## src/rtl/gdfw_pkg.sv

```systemverilog
// Shared types, constants and helper functions for the depth-first walk block.
// Used by gdfw_ctrl, gdfw_datapath and graph_depth_first_walk; no dependencies.
`default_nettype none

package gdfw_pkg;

    localparam int MAX_VERTICES = 64;
    // rows and masks are 64 bits wide, so never more than 64 live vertices
    localparam int VLIM   = (MAX_VERTICES < 64) ? MAX_VERTICES : 64;
    localparam int NV     = 64;
    localparam int VW     = 6;
    localparam int CW     = 7;

    typedef logic [NV-1:0] vmask_t;
    typedef logic [VW-1:0] vid_t;
    typedef logic [CW-1:0] vcnt_t;

    typedef enum logic [1:0] {
        ACT_CLEAR  = 2'd0,
        ACT_EDGE   = 2'd1,
        ACT_MEMBER = 2'd2,
        ACT_SEARCH = 2'd3
    } action_t;

    typedef enum logic [2:0] {
        ST_IDLE,
        ST_DECODE,
        ST_EDGE_WR,
        ST_POP,
        ST_ROW_RD,
        ST_CAND,
        ST_SCAN,
        ST_FLUSH
    } state_t;

    // controller -> datapath strobes
    typedef struct packed {
        logic latch_in;
        logic do_clear;
        logic do_member;
        logic edge_rd;
        logic edge_wr;
        logic search_start;
        logic search_err;
        logic pop;
        logic row_rd;
        logic load_cand;
        logic scan_emit;
        logic flush;
    } cmd_t;

    // datapath -> controller status
    typedef struct packed {
        action_t action;
        logic    src_ok;
        logic    depth_zero;
        logic    cand_zero;
        logic    out_free;
    } status_t;

    // index of the lowest set bit; zero when none is set
    function automatic vid_t lowest_index(input vmask_t m);
        vid_t idx;
        idx = '0;
        for (int i = NV - 1; i >= 0; i--) begin
            if (m[i]) begin
                idx = VW'(i);
            end
        end
        return idx;
    endfunction

    function automatic vmask_t range_mask(input vcnt_t n);
        vmask_t m;
        if (n[CW-1]) begin
            m = '1;
        end else begin
            m = (vmask_t'(1) << n[VW-1:0]) - vmask_t'(1);
        end
        return m;
    endfunction

endpackage

`default_nettype wire

```

## src/rtl/gdfw_ctrl.sv

```systemverilog
// Sequencer for the depth-first walk: decodes items and steps the walk.
// Depends on gdfw_pkg; drives the datapath through gdfw_pkg::cmd_t.
`default_nettype none

module gdfw_ctrl (
    input  wire               aclk,
    input  wire               aresetn,
    input  wire               s_tvalid,
    output logic              s_tready,
    input  gdfw_pkg::status_t status,
    output gdfw_pkg::cmd_t    cmd
);

    gdfw_pkg::state_t state_reg;
    gdfw_pkg::state_t state_next;

    always_ff @(posedge aclk) begin
        if (!aresetn) begin
            state_reg <= gdfw_pkg::ST_IDLE;
        end else begin
            state_reg <= state_next;
        end
    end

    always_comb begin
        state_next = state_reg;
        unique case (state_reg)
            gdfw_pkg::ST_IDLE: begin
                if (s_tvalid) begin
                    state_next = gdfw_pkg::ST_DECODE;
                end
            end
            gdfw_pkg::ST_DECODE: begin
                unique case (status.action)
                    gdfw_pkg::ACT_EDGE:   state_next = gdfw_pkg::ST_EDGE_WR;
                    gdfw_pkg::ACT_SEARCH: begin
                        state_next = status.src_ok ? gdfw_pkg::ST_POP : gdfw_pkg::ST_FLUSH;
                    end
                    default:              state_next = gdfw_pkg::ST_IDLE;
                endcase
            end
            gdfw_pkg::ST_EDGE_WR: state_next = gdfw_pkg::ST_IDLE;
            gdfw_pkg::ST_POP: begin
                state_next = status.depth_zero ? gdfw_pkg::ST_FLUSH : gdfw_pkg::ST_ROW_RD;
            end
            gdfw_pkg::ST_ROW_RD: state_next = gdfw_pkg::ST_CAND;
            gdfw_pkg::ST_CAND:   state_next = gdfw_pkg::ST_SCAN;
            gdfw_pkg::ST_SCAN: begin
                if (status.cand_zero) begin
                    state_next = gdfw_pkg::ST_POP;
                end
            end
            gdfw_pkg::ST_FLUSH: begin
                if (status.out_free) begin
                    state_next = gdfw_pkg::ST_IDLE;
                end
            end
            default: state_next = gdfw_pkg::ST_IDLE;
        endcase
    end

    always_comb begin
        cmd      = '0;
        s_tready = 1'b0;
        unique case (state_reg)
            gdfw_pkg::ST_IDLE: begin
                s_tready     = 1'b1;
                cmd.latch_in = s_tvalid;
            end
            gdfw_pkg::ST_DECODE: begin
                unique case (status.action)
                    gdfw_pkg::ACT_CLEAR:  cmd.do_clear  = 1'b1;
                    gdfw_pkg::ACT_EDGE:   cmd.edge_rd   = 1'b1;
                    gdfw_pkg::ACT_MEMBER: cmd.do_member = 1'b1;
                    default: begin
                        cmd.search_start = status.src_ok;
                        cmd.search_err   = !status.src_ok;
                    end
                endcase
            end
            gdfw_pkg::ST_EDGE_WR: cmd.edge_wr   = 1'b1;
            gdfw_pkg::ST_POP:     cmd.pop       = !status.depth_zero;
            gdfw_pkg::ST_ROW_RD:  cmd.row_rd    = 1'b1;
            gdfw_pkg::ST_CAND:    cmd.load_cand = 1'b1;
            gdfw_pkg::ST_SCAN:    cmd.scan_emit = !status.cand_zero && status.out_free;
            gdfw_pkg::ST_FLUSH:   cmd.flush     = status.out_free;
            default: ;
        endcase
    end

endmodule

`default_nettype wire

```

## config.mk

```make
export PLATFORM = sky130hd
export DESIGN_NAME = gdfw_ctrl
export DESIGN_NICKNAME = d
export VERILOG_FILES = /design/src/rtl/gdfw_pkg.sv /design/src/rtl/gdfw_ctrl.sv
export SDC_FILE = /design/constraint.sdc
export NUM_CORES = 1
export LEC_CHECK = 0
export BUFFER_PORTS_ARGS = -buffer_cell sky130_fd_sc_hd__buf_4
export CAP_MARGIN = 20
export CORE_AREA = 4 4 41 43
export DETAILED_ROUTE_END_ITERATION = 10
export DIE_AREA = 0 0 45 47
export MAX_ROUTING_LAYER = met4
export PLACE_DENSITY = 0.58
export RECOVER_POWER = 50
export SKIP_CTS_REPAIR_TIMING = 1
export SLEW_MARGIN = 20
export SYNTH_ARGS = -nofsm -noshare
export SYNTH_HDL_FRONTEND = slang
export SYNTH_SLANG_ARGS = --single-unit
```

## constraint.sdc

```tcl
create_clock -name aclk -period 1.3 [get_ports aclk]
set_input_delay 0.13 -clock aclk [delete_from_list [all_inputs] [get_ports aclk]]
set_output_delay 0.13 -clock aclk [all_outputs]
set_load 0.02 [all_outputs]
```

Yosys cells after proc, flatten, opt, wreduce, memory -nomap -nowiden
Cells that the tools add are included.

Mux-type cells: 21. Reductions and logical operators: 8. Eq/ne operators: 13.

Operator list (number): $pmux 3 s8 (1); $mux 3 (5); $eq 3x3->1 const B (4); $mux 1 (11); $eq 3x2->1 const B (2); $mux 2 (3); $ne 2x2->1 const B (3); $pmux 3 s2 (1); $eq 2x2->1 const B (2); $eq 3x1->1 const B (1); $logic_not 1->1 (3); $logic_not 3->1 (1); $reduce_and 3->1 (1); $reduce_or 3->1 (1); $eq 2x1->1 const B (1); $logic_not 2->1 (1); $logic_and 1x1->1 (1).

Logic and storage cells: 43. Register bits after elaboration: 3. Output and inout bits: 13.

Longest topological paths before layout
Depth in word-level cells: 4. Gate-level depth with buffers: 4.

Least setup slack after synthesis
Ideal clock, no wire load.

Kind: reg-to-output. From: reg state_reg[1]. To: out cmd[11] in the netlist's numbering. Arrival: 1307 ps. Buffers on the path: 1. Slack: -137 ps. Stages on the path, launching flop included: 4. Data required time: 1170 ps. Path through: dfxtp_1 > buf_6 > nor3_1 > and2_1.

RTL lines: start, declared (line gdfw_ctrl.sv:14) `gdfw_pkg::state_t state_reg;`; start signal, assigned (line gdfw_ctrl.sv:19) `state_reg <= gdfw_pkg::ST_IDLE;`; start signal, assigned (line gdfw_ctrl.sv:21) `state_reg <= state_next;`; end, declared (line gdfw_ctrl.sv:11) `output gdfw_pkg::cmd_t cmd`.

==> reports/qor.csv <==
metric;value;unit
WP data arrival;1.15;ns
Finished Layout Cells;88;
max-cap check violation count;0;
Inst Count DP;80;
Crit Path Category;register to output pin;
Post-Syn Area;354;um^2
register-to-register setup slack;0.12;ns
TritonCTS clock tree;built;
Iteration-0 DRC Markers;1;
die height;47;um
ys async rst share;0;
DR WL/cell;11.9;um
PwrDens;680;nW/um^2
H-tree Lvls;1;
TritonCTS Sinks;3;
hold depth;2;
syn avg cell area;8.43;um^2
Largest register FFs;3;
share of the synthesized area in the top cell type;0.170;
remaining global-route overflow;0;
total routed wirelength;1050;um
Post-DP HPWL;749;um
largest net degree at the start of global routing;14;
GPL Wtd Cong;0.777;
largest area contributor in the synthesized netlist;dfxtp_1;
Main synth FF type;dfxtp_1;
hold endpoint;state_reg[2];
DRC Markers;0;
Core Area;1300;um^2
Setup Skew;0.000248;ns
FF-to-FF End;state_reg[1];
I/O pin count;22;
total CTS buffers;3;
Pleak;0.298;nW
Worst-Skew Late Latency;0.23;ns
FF+latch count, synth;3;
fmax;783;MHz
reg-to-reg critical path startpoint;state_reg[1];
TNS Setup;0;ns
global-route wire length before repair;1540;um
hold_ws;0.121;ns
DRT Pass-1 Iters;2;
Vias/cell;4.72;
share of cells above drive strength 1;0.685;
Post-DRT Antenna Nets;0;
sequential-to-total area share from yosys stat;0.170;
CP endpoint kind;output pin;
Post-synth top cells;nor3_1 (5), nand2b_1 (4);
Tot GR Track Use;0.104;
vias in the first global route;370;
chip width;45;um
clk slew on worst S/H paths;0.04;ns
initial antenna violation count;0;
period utilization;0.982;
Syn Nets;51;
DR vias;415;
Worst Hold Launch;aresetn;
root buffer cell;clkbuf_4;
reg2reg path depth;4;
Post-synth EDFFs;0;
pre-CTS setup slack;0.0359;ns
Tightest Hold Check Type;primary input to register;
number of input and output port buffers inserted;21;
Startpoint Class;register;
antenna fix cells;0;
Area growth syn-to-layout;88.0;%
CP required;1.17;ns
Rows;13;
Ys Warns;0;
Fin. Hold Viols;0;
final period demand of the worst path;1.28;ns
worst ir drop on vdd;0.000398;V
setup violators final;0;
Least-Margin Pin Slew;0.336;ns
Slew Viols, Final;0;
status;completed;
worst setup slack after layout;0.0233;ns
Starting Density;0.272;
Synth Instances;42;
largest cells by area after synthesis;dfxtp_1 (17%), buf_6 (9.5%), nand2b_1 (7.1%), nor3_1 (7.1%), nand3b_4 (5.7%);
Synth cell types;25;
nets@finish;83;
worst slew margin relative to its limit;0.775;
die area;2120;um^2
clk buf depth;2;
most common cell in the netlist;nor3_1;
RSZ-0062 raised after global routing;yes;
worst-path maximum fanout;6;
-- worst max-delay path: stages, from the launching register on --
cell,delay (ns)
dfxtp_4,0.36
buf_4,0.14
nor3_4,0.16
and2_4,0.16
buf_6,0.10
-- stage by stage --
stage	instance area [um^2]	util	total power, mW
global route	666	0.512	0.481
detailed placement	546	0.419	0.261
floorplan	365	-	0.201
global placement	546	0.419	0.262
finish	666	0.512	0.453
CTS	572	0.439	0.433
-- area by class of cell --
| cell class | instances | area [um^2] |
|---|---|---|
| fill | 135 | 636 |
| timing repair buffer | 30 | 240 |
| sequential | 3 | 71.3 |
| clock buffer | 4 | 26.3 |
| multi-input combinational | 34 | 302 |
| inverter | 2 | 7.51 |
| tap | 15 | 18.8 |
-- per-layer routing --
layer  part of all wire  wire (um)  up-vias  global-route usage
li1                   -          -      214                   -
met1               0.40        423      189               0.125
met2               0.52        544       12               0.150
met3              0.076         80        0              0.0383
met4                  0          0        0              0.0526
met5                  0          0        -                   -
-- worst max path at each step --
| stage | start | to | slack, ns | cells after the start |
|---|---|---|---|---|
| finish | state_reg[1] | cmd[11] | 0.02 | 4 |
| global route | state_reg[2] | cmd[10] | -0.04 | 3 |
| CTS | state_reg[1] | cmd[10] | -0.13 | 3 |
| detailed placement | state_reg[1] | state_reg[1] | 0.04 | 3 |
| global placement | state_reg[1] | state_reg[1] | 0.07 | 3 |
| floorplan | state_reg[1] | cmd[1] | 0.05 | 3 |
-- cell usage in the layout (no fill, tap or decap), types with 2 or more instances in the layout --
| master | n |
|---|---|
| inv_1 | 2 |
| nor3_4 | 2 |
| nand2b_2 | 2 |
| clkbuf_4 | 3 |
| a21oi_1 | 2 |
| buf_4 | 26 |
| nor2_1 | 3 |
| nand2b_1 | 2 |
| dfxtp_4 | 3 |
| nor3_2 | 4 |
| buf_6 | 4 |
| nand2_1 | 3 |
-- report_power, final --
| group | switching (mW) | internal [mW] |
|---|---|---|
| Clock | 0.0501 | 0.115 |
| Sequential | 0.0128 | 0.0966 |
| Combinational | 0.0859 | 0.0921 |
-- cell families (layout without fill, tap and decap cells) --
kind of cell / Yosys count / in the layout / share of synthesized area
AO/OA/AOI/OAI: 8 / 8 / 0.177
buffers and inverters: 5 / 36 / 0.117
flip-flops: 3 / 3 / 0.170
multiplexers: 1 / 1 / 0.0318
AND/OR/NAND/NOR: 25 / 25 / 0.505
No activity file was read; power rests on OpenSTA's default activity.
